$ cat src/pdve_pkg.sv
// Shared types and constants for the posting list delta varbyte encoder.
// Used by pdve_ctrl, pdve_datapath and the top level; depends on nothing.
`default_nettype none
package pdve_pkg;

   localparam logic [6:0] VB_MASK7 = 7'h7F;
   localparam logic [7:0] VB_CONT  = 8'h80;
   localparam int unsigned VB_SHIFT = 7;

   typedef enum logic [1:0] {
      ST_IDLE,
      ST_VALUE,
      ST_COUNT,
      ST_EMPTY
   } state_type;

   typedef struct packed {
      logic accept;      // capture the offered item
      logic emit_value;  // emit one value byte
      logic emit_count;  // emit one count byte
      logic emit_empty;  // emit the header of an empty list
   } cmd_type;

   typedef struct packed {
      logic slot_free;   // output register can take a result
      logic more;        // more 7-bit groups follow the current byte
      logic kind;        // document lists carry a count code
   } status_type;

endpackage
`default_nettype wire

$ cat src/pdve_ctrl.sv
// Controller state machine: sequences one item from accept through its last result.
// Depends on pdve_pkg for the state, command and status types.
`default_nettype none
module pdve_ctrl (
   input  wire                  clock,
   input  wire                  reset,
   input  wire                  req_valid,
   input  wire                  req_empty_list,
   output logic                 req_ready,
   input  pdve_pkg::status_type status,
   output pdve_pkg::cmd_type    cmd
);

   pdve_pkg::state_type state_ff, state_in;

   always_comb begin
      state_in = state_ff;
      case (state_ff)
         pdve_pkg::ST_IDLE: begin
            if (req_valid) begin
               state_in = req_empty_list ? pdve_pkg::ST_EMPTY : pdve_pkg::ST_VALUE;
            end
         end
         pdve_pkg::ST_VALUE: begin
            if (status.slot_free && !status.more) begin
               state_in = status.kind ? pdve_pkg::ST_COUNT : pdve_pkg::ST_IDLE;
            end
         end
         pdve_pkg::ST_COUNT: begin
            if (status.slot_free && !status.more) begin
               state_in = pdve_pkg::ST_IDLE;
            end
         end
         pdve_pkg::ST_EMPTY: begin
            if (status.slot_free) begin
               state_in = pdve_pkg::ST_IDLE;
            end
         end
         default: state_in = pdve_pkg::ST_IDLE;
      endcase
   end

   always_comb begin
      req_ready      = 1'b0;
      cmd            = '0;
      case (state_ff)
         pdve_pkg::ST_IDLE: begin
            req_ready  = 1'b1;
            cmd.accept = req_valid && !req_empty_list;
         end
         pdve_pkg::ST_VALUE: cmd.emit_value = status.slot_free;
         pdve_pkg::ST_COUNT: cmd.emit_count = status.slot_free;
         pdve_pkg::ST_EMPTY: cmd.emit_empty = status.slot_free;
         default: cmd = '0;
      endcase
   end

   always_ff @(posedge clock) begin
      if (reset) begin
         state_ff <= pdve_pkg::ST_IDLE;
      end else begin
         state_ff <= state_in;
      end
   end

endmodule
`default_nettype wire

$ cat src/pdve_datapath.sv
// Datapath: delta, 7-bit group shifter, list and offset counters, output register.
// Depends on pdve_pkg; driven by commands from pdve_ctrl.
`default_nettype none
module pdve_datapath (
   input  wire                  clock,
   input  wire                  reset,
   input  wire                  csr_write_enable,
   input  wire                  csr_write_data,
   input  wire  [31:0]          req_element_value,
   input  wire  [31:0]          req_element_count,
   input  wire                  req_first_in_list,
   input  wire                  req_last_in_list,
   input  pdve_pkg::cmd_type    cmd,
   output pdve_pkg::status_type status,
   output logic                 rsp_valid,
   input  wire                  rsp_ready,
   output logic [7:0]           rsp_code_byte,
   output logic                 rsp_byte_valid,
   output logic                 rsp_last_of_item,
   output logic                 rsp_header_valid,
   output logic [63:0]          rsp_list_offset,
   output logic [31:0]          rsp_list_length
);

   logic        kind_ff, kind_in;
   logic [31:0] prev_ff, prev_in;
   logic [63:0] offset_ff, offset_in;
   logic [31:0] bytes_ff, bytes_in;
   logic [63:0] start_ff, start_in;
   logic [31:0] shift_ff, shift_in;
   logic [31:0] count_ff, count_in;
   logic        last_ff, last_in;

   logic        valid_ff, valid_in;
   logic [7:0]  code_ff, code_in;
   logic        bvalid_ff, bvalid_in;
   logic        lastitem_ff, lastitem_in;
   logic        hvalid_ff, hvalid_in;
   logic [63:0] loff_ff, loff_in;
   logic [31:0] llen_ff, llen_in;

   logic        more;
   logic        emit;
   logic        final_byte;
   logic [63:0] offset_inc;
   logic [31:0] bytes_inc;

   assign more       = |shift_ff[31:pdve_pkg::VB_SHIFT];
   assign emit       = cmd.emit_value | cmd.emit_count;
   assign final_byte = !more && (cmd.emit_count || !kind_ff);
   assign offset_inc = offset_ff + 64'd1;
   assign bytes_inc  = bytes_ff + 32'd1;

   assign status.slot_free = !valid_ff || rsp_ready;
   assign status.more      = more;
   assign status.kind      = kind_ff;

   always_comb begin
      kind_in     = csr_write_enable ? csr_write_data : kind_ff;
      prev_in     = prev_ff;
      offset_in   = offset_ff;
      bytes_in    = bytes_ff;
      start_in    = start_ff;
      shift_in    = shift_ff;
      count_in    = count_ff;
      last_in     = last_ff;
      valid_in    = valid_ff && !rsp_ready;
      code_in     = code_ff;
      bvalid_in   = bvalid_ff;
      lastitem_in = lastitem_ff;
      hvalid_in   = hvalid_ff;
      loff_in     = loff_ff;
      llen_in     = llen_ff;

      if (cmd.accept) begin
         count_in = req_element_count;
         last_in  = req_last_in_list;
         if (req_first_in_list) begin
            shift_in = req_element_value;
            start_in = offset_ff;
            bytes_in = '0;
         end else begin
            shift_in = req_element_value - prev_ff;
         end
         prev_in = req_element_value;
      end

      if (emit) begin
         valid_in    = 1'b1;
         code_in     = {more, shift_ff[6:0] & pdve_pkg::VB_MASK7};
         bvalid_in   = 1'b1;
         lastitem_in = final_byte;
         hvalid_in   = final_byte && last_ff;
         loff_in     = (final_byte && last_ff) ? start_ff : '0;
         llen_in     = (final_byte && last_ff) ? bytes_inc : '0;
         offset_in   = offset_inc;
         bytes_in    = bytes_inc;
         shift_in    = shift_ff >> pdve_pkg::VB_SHIFT;
         if (cmd.emit_value && !more && kind_ff) begin
            shift_in = count_ff;
         end
         if (final_byte && last_ff) begin
            start_in = offset_inc;
            bytes_in = '0;
         end
      end

      if (cmd.emit_empty) begin
         valid_in    = 1'b1;
         code_in     = '0;
         bvalid_in   = 1'b0;
         lastitem_in = 1'b1;
         hvalid_in   = 1'b1;
         loff_in     = offset_ff;
         llen_in     = '0;
         start_in    = offset_ff;
         bytes_in    = '0;
      end
   end

   always_ff @(posedge clock) begin
      if (reset) begin
         kind_ff   <= 1'b0;
         prev_ff   <= '0;
         offset_ff <= '0;
         bytes_ff  <= '0;
         start_ff  <= '0;
         valid_ff  <= 1'b0;
      end else begin
         kind_ff   <= kind_in;
         prev_ff   <= prev_in;
         offset_ff <= offset_in;
         bytes_ff  <= bytes_in;
         start_ff  <= start_in;
         valid_ff  <= valid_in;
      end
   end

   always_ff @(posedge clock) begin
      shift_ff    <= shift_in;
      count_ff    <= count_in;
      last_ff     <= last_in;
      code_ff     <= code_in;
      bvalid_ff   <= bvalid_in;
      lastitem_ff <= lastitem_in;
      hvalid_ff   <= hvalid_in;
      loff_ff     <= loff_in;
      llen_ff     <= llen_in;
   end

   assign rsp_valid        = valid_ff;
   assign rsp_code_byte    = code_ff;
   assign rsp_byte_valid   = bvalid_ff;
   assign rsp_last_of_item = lastitem_ff;
   assign rsp_header_valid = hvalid_ff;
   assign rsp_list_offset  = loff_ff;
   assign rsp_list_length  = llen_ff;

endmodule
`default_nettype wire

$ cat src/posting_delta_varbyte_encoder_unit.sv
// Top level of the posting list delta varbyte encoder.
// Joins pdve_ctrl and pdve_datapath; depends on pdve_pkg.
//
// Each accepted item is captured, then its results follow one after another:
// 1 to 5 value bytes, plus 1 to 5 count bytes when record_kind is 1, or
// a single header result for an empty list. The value and count bytes come from
// the byte-at-a-time shifter that serializes the 7-bit groups. Results
// leave through an output register; while a result waits for rsp_ready no further
// byte is produced, but the final result of an item may wait while the next item
// is captured. The header of a closed list (start offset and byte length) rides on
// the final result of its closing item.
`default_nettype none
module posting_delta_varbyte_encoder_unit (
   input  wire         clock,
   input  wire         reset,
   input  wire         csr_write_enable,
   input  wire         csr_write_data,
   input  wire         req_valid,
   output logic        req_ready,
   input  wire  [31:0] req_element_value,
   input  wire  [31:0] req_element_count,
   input  wire         req_first_in_list,
   input  wire         req_last_in_list,
   input  wire         req_empty_list,
   output logic        rsp_valid,
   input  wire         rsp_ready,
   output logic [7:0]  rsp_code_byte,
   output logic        rsp_byte_valid,
   output logic        rsp_last_of_item,
   output logic        rsp_header_valid,
   output logic [63:0] rsp_list_offset,
   output logic [31:0] rsp_list_length
);

   pdve_pkg::cmd_type    cmd;
   pdve_pkg::status_type status;

   pdve_ctrl u_ctrl (
      .clock          (clock),
      .reset          (reset),
      .req_valid      (req_valid),
      .req_empty_list (req_empty_list),
      .req_ready      (req_ready),
      .status         (status),
      .cmd            (cmd)
   );

   pdve_datapath u_datapath (
      .clock             (clock),
      .reset             (reset),
      .csr_write_enable  (csr_write_enable),
      .csr_write_data    (csr_write_data),
      .req_element_value (req_element_value),
      .req_element_count (req_element_count),
      .req_first_in_list (req_first_in_list),
      .req_last_in_list  (req_last_in_list),
      .cmd               (cmd),
      .status            (status),
      .rsp_valid         (rsp_valid),
      .rsp_ready         (rsp_ready),
      .rsp_code_byte     (rsp_code_byte),
      .rsp_byte_valid    (rsp_byte_valid),
      .rsp_last_of_item  (rsp_last_of_item),
      .rsp_header_valid  (rsp_header_valid),
      .rsp_list_offset   (rsp_list_offset),
      .rsp_list_length   (rsp_list_length)
   );

endmodule
`default_nettype wire

$ cat config.mk
export PLATFORM = sky130hd
export DESIGN_NAME = posting_delta_varbyte_encoder_unit
export DESIGN_NICKNAME = d
export VERILOG_FILES = /design/src/pdve_pkg.sv /design/src/pdve_ctrl.sv /design/src/pdve_datapath.sv /design/src/posting_delta_varbyte_encoder_unit.sv
export SDC_FILE = /design/constraint.sdc
export NUM_CORES = 1
export LEC_CHECK = 0
export BUFFER_PORTS_ARGS = -buffer_cell sky130_fd_sc_hd__buf_4
export CORE_MARGIN = 1.5
export CORE_UTILIZATION = 60
export DETAILED_ROUTE_END_ITERATION = 8
export GPL_TIMING_DRIVEN = 0
export PLACE_DENSITY = 0.86
export SLEW_MARGIN = 5
export SYNTH_ARGS = -nofsm -noshare
export SYNTH_HDL_FRONTEND = slang
export SYNTH_SLANG_ARGS = --single-unit
$ cat constraint.sdc
create_clock -name clock -period 7.1 [get_ports clock]
set_input_delay 0.71 -clock clock [delete_from_list [all_inputs] [get_ports clock]]
set_output_delay 0.71 -clock clock [all_outputs]
set_load 0.03 [all_outputs]
==> impl_metrics.csv <==
group,metric,value,unit
sta,rsz0062_at_grt,"false",
yosys,yosysWarnings,0,
floorplanning,fp.dieH,177,um
yosys,synthTopCellsByCount,"dfxtp_1, nand2_1, nor2_1",
routing,routed_wl,55300,um
placement,dp_hpwl,38400,um
routing,drc,0,
critical_path,endpoint_kind,"flop",
sta,setup_viol,0,
clock_tree,cts_max_level,2,
global_routing,antenna_found_initial,1,
global_routing,gr-total-overflow,0,
final_layout,stdcell_count,2701,
final_layout,final_layout_size_suffix_gt1_share,12.7,%
sta,tightest_slew,1160,ps
routing,ant_nets,0,
sta,tns,0,ps
yosys,yosysTopAreaCellShare,26.5,%
yosys,synth_most_common_cell,"dfxtp_1",
yosys,synth_cell_types,69,
floorplanning,dieArea,31200,um^2
yosys,synth_edf_count,129,
yosys,synthesis.nets,2165,
routing,vias,17200,
critical_path,path_class,"flop to flop",
clock_tree,cts_sinks,368,
routing,via_per_inst,6.37,
floorplanning,coreArea,29600,um^2
power_and_ir_drop,power_density,260,nW/um^2
job,drv_cap,0,
critical_path,crit_slowest_cell,"nor3_1",
sta,hold_viol,0,
sta,fin_worst_skew,17.4,ps
yosys,synthCells,2058,
power_and_ir_drop,power.internal,0.00394,W
clock_tree,clk_pin_slew,60,ps
clock_tree,cts_buffer_depth,3,
global_routing,grt_start_max_net_pins,50,
critical_path,required,7500,ps
sta,period_share,58.1,%
sta,max_slew_margin,22.0,%
critical_path,cp_max_fo,10,
clock_tree,cts_tree,"yes",
final_layout,diodes,0,
final_layout,num-nets-final,2388,
placement,dp_cells,2631,
floorplanning,rows,63,
placement,numPortBuffers,181,
clock_tree,clk_latency,540,ps
clock_tree,cts_root_buf,"clkbuf_16",
status,status,"complete, no violations",
routing,wl_per_cell,20.5,um
critical_path,slowest_delay,840,ps
routing,drtIter0Drc,2093,
placement,dpl-instance-area,20000,um^2
sta,worst_slack,2980,ps
power_and_ir_drop,pwr-share-seq,44.2,%
sta,hold_ws,350,ps
power_and_ir_drop,irDropWorstVdd,0.226,mV
power_and_ir_drop,clockPowerShare,38.3,%
clock_tree,ctsResizeCount,0,
yosys,synth_top_cell_by_area,"dfxtp_1",
yosys,postSynthAreaPerCell,8.78,um^2
global_routing,grt_first_pass_wirelength,85100,um
power_and_ir_drop,power.leakage,7.82,nW
sta,min_period,4120,ps
yosys,ys_seq_area_share,47.9,%
sta,fmax,242,MHz
clock_tree,ctsHoldBuffers,0,
power_and_ir_drop,pwr-share-comb,17.5,%
critical_path,critPathArrivalTime,4520,ps
floorplanning,pin_count,182,
global_routing,grt_pass1_vias,16300,
critical_path,cp_cell_sequence,"nor4_1 -> nand3_1 -> nor2_1 -> nand2_1 -> nor3_1 -> clkbuf_1 -> clkbuf_1 -> o21ai_0 -> a21oi_1 -> nor3_1",
yosys,syn_area,18100,um^2
routing,dr.pass1.iters,6,
yosys,synth_ff_type,"dfxtp_1",
sta,slew_violations,0,
placement,pre_cts_slack,2510,ps
critical_path,cp-start-kind,"flop",
floorplanning,start_util,61.0,%
placement,gp_congestion,1.02,
final_layout,fillers,2246,
clock_tree,post_cts_buffers,0,
power_and_ir_drop,switchingPower,0.00160,W
yosys,async_flop_share,0,%
clock_tree,cts_buffers,38,
final_layout,final_cell_area,21300,um^2
hold_path,worstHoldPathType,"primary input to flop",
yosys,yosys-top-cells-area,"dfxtp_1, edfxtp_1, a21oi_1, nand2_1, nor2_1",
final_layout,synthToLayoutAreaGrowth,17.8,%
global_routing,grt_use_total,34.7,%
power_and_ir_drop,switching_share,28.8,%
floorplanning,die_w,177,um
yosys,ys_ff_latch,368,
-- per-stage QoR --
step / util, % / total power, W
6_report: 71.9 / 0.00554
5_1_grt: 71.9 / 0.00569
4_1_cts: 71.9 / 0.00551
3_5_place_dp: 67.4 / 0.00343
3_3_place_gp: 67.2 / 0.00340
2_1_floorplan: - / 0.00308
-- flip-flops by register name (all words and copies together) (netlist names), 32 cells and up --
register	cells
u_datapath.offset_ff	64
u_datapath.rsp_list_offset	64
u_datapath.start_ff	64
u_datapath.bytes_ff	32
u_datapath.count_ff	32
u_datapath.prev_ff	32
u_datapath.rsp_list_length	32
u_datapath.shift_ff	32
-- cells by family (layout without fill, tap and decap cells) --
kind of cell	after synthesis	count (layout)	synth area share (%)
AOI/OAI and AO/OA	606	606	20.6
and+or+nand+nor	744	744	19.5
xor gates and xnor gates	98	98	4.75
buffers and inverters	196	449	4.27
DFF	368	368	47.9
muxes	12	12	0.665
adders and majority gates	34	34	2.39
-- cells in the final DEF (no fill, tap or decap), drive strengths merged, types with 5 or more instances in the layout --
cell type | netlist | routed
nor2b | 13 | 13
a211oi | 26 | 26
o21a | 18 | 18
inv | 48 | 50
and3 | 31 | 31
a22oi | 9 | 9
nand3b | 10 | 10
nand2 | 229 | 229
o22ai | 34 | 34
o31ai | 7 | 7
a21oi | 214 | 214
nor4 | 13 | 13
ha | 33 | 33
nand4 | 15 | 15
nor2 | 224 | 224
nand2b | 10 | 10
dfxtp | 239 | 239
a22o | 62 | 62
nand3 | 53 | 53
a221oi | 6 | 6
xor2 | 57 | 57
a32oi | 6 | 6
or2 | 7 | 7
a21boi | 6 | 6
o21ai | 132 | 132
clkinv | 1 | 12
xnor2 | 41 | 41
buf | 21 | 204
a41oi | 6 | 6
clkinvlp | 0 | 5
or4 | 6 | 6
clkbuf | 126 | 174
or3 | 43 | 43
mux2i | 12 | 12
a31oi | 34 | 34
edfxtp | 129 | 129
nor3 | 79 | 79
a21o | 27 | 27
and4 | 5 | 5
-- final timing paths --
kind                      startpoint                 endpoint  slack [ps]  cells after the start
max          u_datapath.shift_ff[28]  u_datapath.start_ff[38]        2980                     10
min            req_element_count[31]  u_datapath.count_ff[31]         350                      1
max reg2reg  u_datapath.shift_ff[28]  u_datapath.start_ff[38]        2980                     10
min reg2reg   u_datapath.prev_ff[30]   u_datapath.prev_ff[30]         460                      2
-- cell type report --
cell class / instances / area [um^2] / share of cell area, %
buffer: 147 / 589 / 2.77
clock buffer: 48 / 1090 / 5.13
clock inverter: 22 / 235 / 1.10
inverter: 49 / 184 / 0.863
multi-input combinational: 1494 / 8650 / 40.6
sequential: 368 / 8660 / 40.6
tap: 390 / 488 / 2.29
timing repair buffer: 183 / 1400 / 6.57
-- critical path, delay by kind of cell, from the launching register on --
family	cells	cell delay, ps
buf+inv	2	1190
simple gates	6	1950
compound gates	2	410
flops	1	430
-- metal layers --
metal / routed length, um / GRT usage (%) / up-vias
li1: - / - / 7841
met1: 21200 / 43.8 / 7975
met2: 25300 / 56.5 / 1105
met3: 5620 / 6.20 / 284
met4: 3160 / 19.4 / 0
met5: 0 / 0 / -
-- power groups by stage --
stage | sequential, W | combinational [W] | clock [W]
global placement | 0.00249 | 0.000912 | 0
floorplan | 0.00260 | 0.000483 | 0
finish | 0.00245 | 0.000968 | 0.00212
CTS | 0.00245 | 0.000949 | 0.00212
global route | 0.00246 | 0.00103 | 0.00220
detailed placement | 0.00249 | 0.000942 | 0
No activity file was read; power rests on OpenSTA's default activity.
